[src/prc_pkg.sv]
// Package for the presence relay controller: types, codes and scaling constants.
`timescale 1ns / 1ps
package prc_pkg;

  typedef enum logic [3:0] {
    S_IDLE,
    S_ECHO,
    S_DIST,
    S_CUR,
    S_CDIV,
    S_VOLT,
    S_VMUL,
    S_VDIV,
    S_PWR,
    S_PDIV,
    S_DONE
  } seq_state_t;

  // register indexes on the APB port (byte address / 4)
  localparam logic [2:0] REG_ACT_DIST = 3'd0;
  localparam logic [2:0] REG_ACT_TIME = 3'd1;
  localparam logic [2:0] REG_OFF_TIME = 3'd2;
  localparam logic [2:0] REG_OT_THR   = 3'd3;
  localparam logic [2:0] REG_MAX_PWR  = 3'd4;
  localparam logic [2:0] REG_CUR_GAIN = 3'd5;
  localparam logic [2:0] REG_CUR_DZ   = 3'd6;

  localparam logic [1:0] FAULT_NONE  = 2'd0;
  localparam logic [1:0] FAULT_TEMP  = 2'd1;
  localparam logic [1:0] FAULT_POWER = 2'd2;

  // operand constants for the shared multiplier
  localparam logic [31:0] K_ECHO     = 32'd343;
  localparam logic [31:0] K_VOLT     = 32'd7950;
  localparam logic [31:0] K_VOFS     = 32'd28453;
  localparam logic [31:0] K_RMS      = 32'd707;

  // round-up reciprocals: floor(x*M >> S) == floor(x/D) exactly for the operand ranges used
  localparam logic [31:0] M_D20000   = 32'd54975582;
  localparam int          S_D20000   = 40;
  localparam logic [31:0] M_D1000    = 32'd549755814;
  localparam int          S_D1000    = 39;
  localparam logic [31:0] M_D100000  = 32'd43980466;
  localparam int          S_D100000  = 42;
  localparam logic [31:0] M_D100     = 32'd10737419;
  localparam int          S_D100     = 30;

  localparam logic [13:0] CENT_MAX   = 14'd16383;
  localparam logic [8:0]  VOLT_MAX   = 9'd511;
  localparam logic [15:0] WATT_MAX   = 16'd65535;

  // result tdata layout
  localparam int OUT_RELAY     = 0;
  localparam int OUT_DIST_LSB  = 1;
  localparam int OUT_CENT_LSB  = 12;
  localparam int OUT_VOLT_LSB  = 26;
  localparam int OUT_WATT_LSB  = 35;
  localparam int OUT_FAULT_LSB = 51;
  localparam int OUT_W         = 56;

  typedef struct packed {
    logic [10:0] act_dist;
    logic [15:0] act_time;
    logic [15:0] off_time;
    logic [9:0]  ot_thr;
    logic [15:0] max_power;
  } relay_cfg_t;

  typedef struct packed {
    logic [10:0] distance;
    logic [15:0] watts;
    logic [9:0]  reg_temp;
    logic [9:0]  relay_temp;
    logic [31:0] now;
    logic        manual;
  } relay_meas_t;

endpackage

[src/prc_mul.sv]
// Shared 32x32 unsigned multiplier with registered product.
`timescale 1ns / 1ps
module prc_mul (
  input  logic        clk,
  input  logic        en,
  input  logic [31:0] a,
  input  logic [31:0] b,
  output logic [63:0] p
);

  always_ff @(posedge clk) begin
    if (en) begin
      p <= 64'(a) * 64'(b);
    end
  end

endmodule

[src/prc_relay.sv]
// Relay timers, presence/absence logic and trip handling.
`timescale 1ns / 1ps
module prc_relay import prc_pkg::*; (
  input  logic        clk,
  input  logic        rst,
  input  logic        commit,
  input  relay_cfg_t  cfg,
  input  relay_meas_t meas,
  output logic        relay_on,
  output logic [1:0]  fault
);

  logic        presence_pending, presence_pending_next;
  logic [31:0] presence_start, presence_start_next;
  logic        absence_armed, absence_armed_next;
  logic [31:0] absence_start, absence_start_next;
  logic        relay_state, relay_state_next;

  always_comb begin
    logic [31:0] p_elapsed;
    logic [31:0] a_elapsed;
    logic        hot;
    presence_pending_next = presence_pending;
    presence_start_next   = presence_start;
    absence_armed_next    = absence_armed;
    absence_start_next    = absence_start;
    relay_state_next      = relay_state;
    fault                 = FAULT_NONE;

    if (meas.distance < cfg.act_dist) begin
      if (!presence_pending && !relay_state) begin
        presence_start_next   = meas.now;
        presence_pending_next = 1'b1;
      end
    end else begin
      presence_start_next = meas.now;
      if (relay_state && !absence_armed) begin
        absence_start_next = meas.now;
        absence_armed_next = 1'b1;
      end
    end

    p_elapsed = meas.now - presence_start_next;
    if (presence_pending_next && (p_elapsed > 32'(cfg.act_time))) begin
      relay_state_next      = 1'b1;
      presence_pending_next = 1'b0;
      presence_start_next   = meas.now;
      absence_armed_next    = 1'b0;
    end

    a_elapsed = meas.now - absence_start_next;
    if (absence_armed_next && (a_elapsed > 32'(cfg.off_time)) && !meas.manual) begin
      absence_armed_next = 1'b0;
      relay_state_next   = 1'b0;
    end

    // overtemperature checked first; overload cannot override it once relay is off
    hot = (meas.relay_temp > cfg.ot_thr) || (meas.reg_temp > cfg.ot_thr);
    if (hot && relay_state_next) begin
      relay_state_next = 1'b0;
      fault            = FAULT_TEMP;
    end
    if ((meas.watts > cfg.max_power) && relay_state_next) begin
      relay_state_next = 1'b0;
      fault            = FAULT_POWER;
    end
  end

  assign relay_on = relay_state_next;

  always_ff @(posedge clk) begin
    if (rst) begin
      presence_pending <= 1'b0;
      presence_start   <= '0;
      absence_armed    <= 1'b0;
      absence_start    <= '0;
      relay_state      <= 1'b0;
    end else if (commit) begin
      presence_pending <= presence_pending_next;
      presence_start   <= presence_start_next;
      absence_armed    <= absence_armed_next;
      absence_start    <= absence_start_next;
      relay_state      <= relay_state_next;
    end
  end

endmodule

[src/presence_relay_controller.sv]
// Presence relay controller top level: APB registers, sequencer and result register.
// Each item takes 9 multiply steps on the shared 32x32 multiplier, then a finishing
// step that loads the output register.
// Input is accepted only in the idle state, so a new item waits until the last is done;
// a waiting result holds the sequencer in the finishing step and blocks input.
// Reset: synchronous, active high; registers return to defaults, timers and relay clear.
`timescale 1ns / 1ps
module presence_relay_controller import prc_pkg::*; #(
  parameter int ADC_BITS = 12
) (
  input  logic                  clk,
  input  logic                  rst,
  // s_tdata from bit 0: echo_count(16), current_code(ADC_BITS), voltage_code(ADC_BITS),
  // regulator_temp(10), relay_temp(10), time_ms(32), manual_mode(1), zero pad
  input  logic                  s_tvalid,
  output logic                  s_tready,
  input  logic [((69 + 2 * ADC_BITS + 7) / 8) * 8 - 1:0] s_tdata,
  // m_tdata from bit 0: relay_on(1), distance_cm(11), current_centiamps(14),
  // voltage_volts(9), power_watts(16), fault(2), zero pad
  output logic                  m_tvalid,
  input  logic                  m_tready,
  output logic [OUT_W-1:0]      m_tdata,
  input  logic                  psel,
  input  logic                  penable,
  input  logic                  pwrite,
  input  logic [4:0]            paddr,
  input  logic [31:0]           pwdata,
  output logic [31:0]           prdata,
  output logic                  pready
);

  localparam int OFS_RT  = 16 + 2 * ADC_BITS;

  // configuration registers
  logic [10:0] act_dist;
  logic [15:0] act_time;
  logic [15:0] off_time;
  logic [9:0]  ot_thr;
  logic [15:0] max_power;
  logic [12:0] cur_gain;
  logic [9:0]  cur_dz;
  logic [2:0]  reg_idx;

  assign pready  = 1'b1;
  assign reg_idx = paddr[4:2];

  always_ff @(posedge clk) begin
    if (rst) begin
      act_dist  <= 11'd60;
      act_time  <= 16'd1500;
      off_time  <= 16'd15000;
      ot_thr    <= 10'd70;
      max_power <= 16'd1000;
      cur_gain  <= 13'd3846;
      cur_dz    <= 10'd18;
    end else if (psel && penable && pwrite && pready) begin
      unique case (reg_idx)
        REG_ACT_DIST: act_dist  <= pwdata[10:0];
        REG_ACT_TIME: act_time  <= pwdata[15:0];
        REG_OFF_TIME: off_time  <= pwdata[15:0];
        REG_OT_THR:   ot_thr    <= pwdata[9:0];
        REG_MAX_PWR:  max_power <= pwdata[15:0];
        REG_CUR_GAIN: cur_gain  <= pwdata[12:0];
        REG_CUR_DZ:   cur_dz    <= pwdata[9:0];
        default: ;
      endcase
    end
  end

  always_comb begin
    unique case (reg_idx)
      REG_ACT_DIST: prdata = 32'(act_dist);
      REG_ACT_TIME: prdata = 32'(act_time);
      REG_OFF_TIME: prdata = 32'(off_time);
      REG_OT_THR:   prdata = 32'(ot_thr);
      REG_MAX_PWR:  prdata = 32'(max_power);
      REG_CUR_GAIN: prdata = 32'(cur_gain);
      REG_CUR_DZ:   prdata = 32'(cur_dz);
      default:      prdata = '0;
    endcase
  end

  // sequencer
  seq_state_t state, state_next;
  logic       in_accept;
  logic       commit;

  assign s_tready  = (state == S_IDLE) && !rst;
  assign in_accept = s_tvalid && s_tready;
  assign commit    = (state == S_DONE) && (!m_tvalid || m_tready);

  always_ff @(posedge clk) begin
    if (rst) begin
      state <= S_IDLE;
    end else begin
      state <= state_next;
    end
  end

  always_comb begin
    state_next = state;
    unique case (state)
      S_IDLE: if (in_accept) state_next = S_ECHO;
      S_ECHO: state_next = S_DIST;
      S_DIST: state_next = S_CUR;
      S_CUR:  state_next = S_CDIV;
      S_CDIV: state_next = S_VOLT;
      S_VOLT: state_next = S_VMUL;
      S_VMUL: state_next = S_VDIV;
      S_VDIV: state_next = S_PWR;
      S_PWR:  state_next = S_PDIV;
      S_PDIV: state_next = S_DONE;
      S_DONE: if (commit) state_next = S_IDLE;
      default: state_next = S_IDLE;
    endcase
  end

  // latched item
  logic [15:0]         echo;
  logic [ADC_BITS-1:0] icode;
  logic [ADC_BITS-1:0] vcode;
  logic [9:0]          reg_temp;
  logic [9:0]          relay_temp;
  logic [31:0]         now;
  logic                manual;

  always_ff @(posedge clk) begin
    if (in_accept) begin
      echo       <= s_tdata[15:0];
      icode      <= s_tdata[16 +: ADC_BITS];
      vcode      <= s_tdata[16 + ADC_BITS +: ADC_BITS];
      reg_temp   <= s_tdata[OFS_RT +: 10];
      relay_temp <= s_tdata[OFS_RT + 10 +: 10];
      now        <= s_tdata[OFS_RT + 20 +: 32];
      manual     <= s_tdata[OFS_RT + 52];
    end
  end

  // shared multiplier
  logic        mul_en;
  logic [31:0] mul_a, mul_b;
  logic [63:0] prod;

  prc_mul u_mul (
    .clk (clk),
    .en  (mul_en),
    .a   (mul_a),
    .b   (mul_b),
    .p   (prod)
  );

  // values pulled off the product register in the step after each multiply
  logic [10:0] prev_dist;
  logic [10:0] distance;
  logic [13:0] cent;
  logic [8:0]  volts;
  logic [10:0] dist_quot;
  logic [11:0] dist_sum;
  logic [24:0] cent_raw;
  logic [13:0] cent_sat;
  logic [21:0] volt_raw;
  logic [8:0]  volt_sat;
  logic [33:0] watt_raw;
  logic [15:0] watt_sat;

  assign dist_quot = 11'(prod >> S_D20000);
  assign dist_sum  = {1'b0, dist_quot} + {1'b0, prev_dist};
  assign cent_raw  = 25'(prod >> S_D1000);
  assign cent_sat  = (cent_raw > 25'(CENT_MAX)) ? CENT_MAX : cent_raw[13:0];
  assign volt_raw  = 22'(prod >> S_D100000);
  assign volt_sat  = (volt_raw > 22'(VOLT_MAX)) ? VOLT_MAX : volt_raw[8:0];
  assign watt_raw  = 34'(prod >> S_D100);
  assign watt_sat  = (watt_raw > 34'(WATT_MAX)) ? WATT_MAX : watt_raw[15:0];

  always_comb begin
    mul_en = 1'b1;
    mul_a  = prod[31:0];
    mul_b  = '0;
    unique case (state)
      S_ECHO: begin
        mul_a = 32'(echo);
        mul_b = K_ECHO;
      end
      S_DIST: mul_b = M_D20000;
      S_CUR: begin
        mul_a = 32'(icode);
        mul_b = 32'(cur_gain);
      end
      S_CDIV: mul_b = M_D1000;
      S_VOLT: begin
        mul_a = 32'(vcode);
        mul_b = K_VOLT;
      end
      S_VMUL: begin
        mul_a = (prod[31:0] >> ADC_BITS) + K_VOFS;
        mul_b = K_RMS;
      end
      S_VDIV: mul_b = M_D100000;
      S_PWR: begin
        mul_a = 32'(volt_sat);
        mul_b = 32'(cent);
      end
      S_PDIV: mul_b = M_D100;
      default: mul_en = 1'b0;
    endcase
  end

  always_ff @(posedge clk) begin
    if (rst) begin
      prev_dist <= '0;
    end else if (state == S_CUR) begin
      prev_dist <= dist_sum[11:1];
    end
  end

  always_ff @(posedge clk) begin
    if (state == S_CUR) begin
      distance <= dist_sum[11:1];
    end
    if (state == S_VOLT) begin
      cent <= (cent_sat < 14'(cur_dz)) ? 14'd0 : cent_sat;
    end
    if (state == S_PWR) begin
      volts <= volt_sat;
    end
  end

  // relay decision
  relay_cfg_t  rcfg;
  relay_meas_t rmeas;
  logic        relay_on;
  logic [1:0]  fault;

  assign rcfg  = '{act_dist: act_dist, act_time: act_time, off_time: off_time,
                   ot_thr: ot_thr, max_power: max_power};
  assign rmeas = '{distance: distance, watts: watt_sat, reg_temp: reg_temp,
                   relay_temp: relay_temp, now: now, manual: manual};

  prc_relay u_relay (
    .clk      (clk),
    .rst      (rst),
    .commit   (commit),
    .cfg      (rcfg),
    .meas     (rmeas),
    .relay_on (relay_on),
    .fault    (fault)
  );

  // result register
  logic [OUT_W-1:0] result_word;

  always_comb begin
    result_word                        = '0;
    result_word[OUT_RELAY]             = relay_on;
    result_word[OUT_DIST_LSB +: 11]    = distance;
    result_word[OUT_CENT_LSB +: 14]    = cent;
    result_word[OUT_VOLT_LSB +: 9]     = volts;
    result_word[OUT_WATT_LSB +: 16]    = watt_sat;
    result_word[OUT_FAULT_LSB +: 2]    = fault;
  end

  always_ff @(posedge clk) begin
    if (rst) begin
      m_tvalid <= 1'b0;
    end else if (commit) begin
      m_tvalid <= 1'b1;
    end else if (m_tready) begin
      m_tvalid <= 1'b0;
    end
  end

  always_ff @(posedge clk) begin
    if (commit) begin
      m_tdata <= result_word;
    end
  end

endmodule

[config.mk]
export PLATFORM = sky130hd
export DESIGN_NAME = presence_relay_controller
export DESIGN_NICKNAME = d
export VERILOG_FILES = /design/src/prc_pkg.sv /design/src/prc_mul.sv /design/src/prc_relay.sv /design/src/presence_relay_controller.sv
export SDC_FILE = /design/constraint.sdc
export NUM_CORES = 2
export LEC_CHECK = 0
export BUFFER_PORTS_ARGS = -buffer_cell sky130_fd_sc_hd__buf_2
export CAP_MARGIN = 30
export CORE_UTILIZATION = 60
export CTS_CLUSTER_DIAMETER = 30
export CTS_CLUSTER_SIZE = 24
export DETAILED_ROUTE_END_ITERATION = 10
export PLACE_DENSITY_LB_ADDON = 0.3
export SLEW_MARGIN = 20
export SYNTH_ARGS = -nofsm -noshare
export SYNTH_HDL_FRONTEND = slang
export SYNTH_SLANG_ARGS = --single-unit
[constraint.sdc]
create_clock -name clk -period 12.6 [get_ports clk]
set_clock_uncertainty 0.05 [all_clocks]
set_input_delay 0.63 -clock clk [delete_from_list [all_inputs] [get_ports clk]]
set_output_delay 0.63 -clock clk [all_outputs]
set_load 0.05 [all_outputs]
==> impl_metrics.json <==
{
  "status": "finished, final reports clean",
  "synth_warnings": 0,
  "synth_top_family_by_area": "adder cells",
  "initial_core_util": 0.610,
  "h-tree-depth": 3,
  "clockRootBuffer": "clkbuf_16",
  "rsz0062_at_grt": "false",
  "period_share": 0.925,
  "postCtsHoldBufs": 0,
  "ctsResizeCount": 0,
  "path_common_cell": "fa_1",
  "reg2reg_depth": 32,
  "peakVddDrop_mv": 0.410,
  "drc": 0,
  "synth-seq-area-share": 0.210,
  "grt_max_degree": 83,
  "drt_wl_total_mm": 163,
  "max_freq_ghz": 0.0858,
  "clk_pin_slew_ns": 0.05,
  "place_congestion": 0.998,
  "wl_per_cell_um": 23.4,
  "ys_ff_latch": 417,
  "yosysUniqueCellTypes": 87,
  "power.density_nw_per_um2": 291,
  "synthSimpleGateAreaFrac": 0.132,
  "cap_viol_max_count": 0,
  "clkLatencyLatePin_ns": 0.65,
  "tritoncts": "done",
  "setup.worst_path.class": "flip-flop to flip-flop",
  "cp_top_family": "adder cells",
  "area_growth_pct": 10.5,
  "setup_tns_ns": 0,
  "io_pins": 231,
  "drt_pass1_iterations": 8,
  "synth_area_leaders": "fa_1 (29%), edfxtp_1 (14%), ha_1 (11%)",
  "synth-xor-area-share": 0.0213,
  "arrival_ns": 12.00,
  "hold_path.class": "input port to flip-flop",
  "cts_setup_buffers": 0,
  "syn_avg_cell_area_um2": 9.17,
  "grt_pass1_vias": 42200,
  "drtIter0Drc": 4035,
  "synth_edf_count": 242,
  "place_ws_ns": 1.19,
  "worst_setup_path_start_kind": "flip-flop",
  "dieWidth_um": 295,
  "nNetsFinal": 7090,
  "slowest_delay_ns": 0.80,
  "cts_sinks": 417,
  "numCtsBuffers": 83,
  "ant_nets": 0,
  "hold_depth": 1,
  "worstPathMaxFanout": 15,
  "slowest_stage": "a2111oi_0",
  "async_reset_ff_frac": 0,
  "num_rows": 106,
  "synth_common_cells": "inv_1 (1031), fa_1 (747), nor2_1 (537)",
  "cts_buffer_depth": 3,
  "period_needed_ns": 11.65,
  "worst_slew_pin_slew_ns": 1.09,
  "fp.dieH_um": 295,
  "synthAdderAreaFrac": 0.402,
  "vias": 41400,
  "drive_gt1_frac": 0.0875,
  "via_per_inst": 5.95,
  "finalHoldViolCount": 0,
  "setup_slack_ns": 0.951,
  "p_leak_nw": 26.6,
  "holdWs_ns": 0.0985,
  "required_ns": 12.95,
  "grt_pass1_wl_mm": 247,
  "antenna_found_initial": 7,
  "finalSetupViolCount": 0,
  "cp_num_cells": 32,
  "yosys.cell_count.top_type": "inv_1",
  "relSlewSlack": 0.270,
  "synthMuxAreaShare": 0.0263,
  "synth_top_area_share": 0.291,
  "cp_num_buf_inv": 5,
  "syn_inst": 5602,
  "synth_area_um2": 51400,
  "dieArea_um2": 86800,
  "grt_util_all_layers": 0.383,
  "core_um2": 84200,
  "synth_ff_type": "edfxtp_1",
  "globalRouteOverflowTotal": 0,
  "crit_path_end_kind": "flip-flop",
  "hpwlAfterDp_mm": 132,
  "drv_slew": 0,
  "yosys.area.top_type": "fa_1",
  "synth_compound_area_frac": 0.111,
  "portBuffers": 189
}
[through the flow]
stage / cells / util / instance area (um^2) / total power [mW]
2_1_floorplan: 5643 / - / 51500 / 10.4
3_3_place_gp: 6788 / 0.636 / 53600 / 13.5
3_5_place_dp: 6793 / 0.637 / 53600 / 13.8
4_1_cts: 6947 / 0.674 / 56700 / 16.3
5_1_grt: 6954 / 0.674 / 56800 / 17.8
6_report: 6958 / 0.674 / 56800 / 16.5
[per-layer routing]
layer	vias to the layer above	GRT usage	wire length (um)	share of wire
met5	-	0	20	0.00012
met4	2	0.230	10800	0.066
met3	539	0.0925	17800	0.11
met2	2216	0.601	73900	0.45
met1	20300	0.482	60400	0.37
li1	18300	-	-	-
[cell usage in the layout (no fill, tap or decap), types with 36 or more instances in the layout]
cell type	count
edfxtp_1	242
dfxtp_1	174
and2_1	49
a21o_1	61
nand3_1	39
buf_2	190
mux2i_1	124
nand2_1	534
o21ai_0	201
nor2_1	534
xnor2_1	77
buf_4	90
inv_1	1031
conb_1	43
a21oi_1	280
nor2b_1	36
clkbuf_16	84
fa_1	747
a211oi_1	61
ha_1	457
nand4_1	41
xor2_1	48
nand2b_1	111
[layout make-up]
type	count	area, um^2
Clock buffer	96	2190
Tap cell	1134	1420
Sequential cell	417	10800
Fill cell	6607	27400
Clock inverter	58	908
Antenna cell	9	22.5
Timing Repair Buffer	285	1700
Inverter	1033	3880
Multi-Input combinational cell	3926	35900
[registers in the layout, summed over array words and instances, names as in the netlist, 16 cells and up]
register                flops
m_tdata                    53
echo                       16
u_relay.presence_start     32
now                        32
max_power                  16
act_time                   16
u_relay.absence_start      32
u_mul.p                    62
off_time                   16
[logic make-up (layout without fill, tap and decap cells)]
family,Yosys count,in the layout
flops,417,417
simple gates,1517,1517
buf+inv,1300,1472
compound gates,906,906
other cells,2,52
mux,131,131
fa+ha+maj,1204,1204
xor+xnor,125,125
[worst paths after layout]
path / from / endpoint / slack (ns)
worst max-delay path: u_mul.p[59] / u_mul.p[60] / 0.95
worst min-delay path: s_tdata[58] / relay_temp[8] / 0.1
worst max register to register: u_mul.p[59] / u_mul.p[60] / 0.95
worst min register to register: volts[1] / m_tdata[27] / 0.37
[worst register-to-register path, delay by kind of cell (launching register included)]
kind                       cells  cell delay, ns
adders and majority gates      9            4.17
AOI/OAI and AO/OA             11            3.64
and+or+nand+nor                6            2.71
buffers and inverters          5            0.41
DFF                            1            0.35
xor gates and xnor gates       1            0.09
[report_power, final]
part	total (mW)	switching (mW)	internal, mW
registers	2.15	0.169	1.99
clock network	2.43	0.811	1.61
logic	11.9	7.44	4.50
total	16.5	8.42	8.10
No activity file was read; power rests on OpenSTA's default activity.
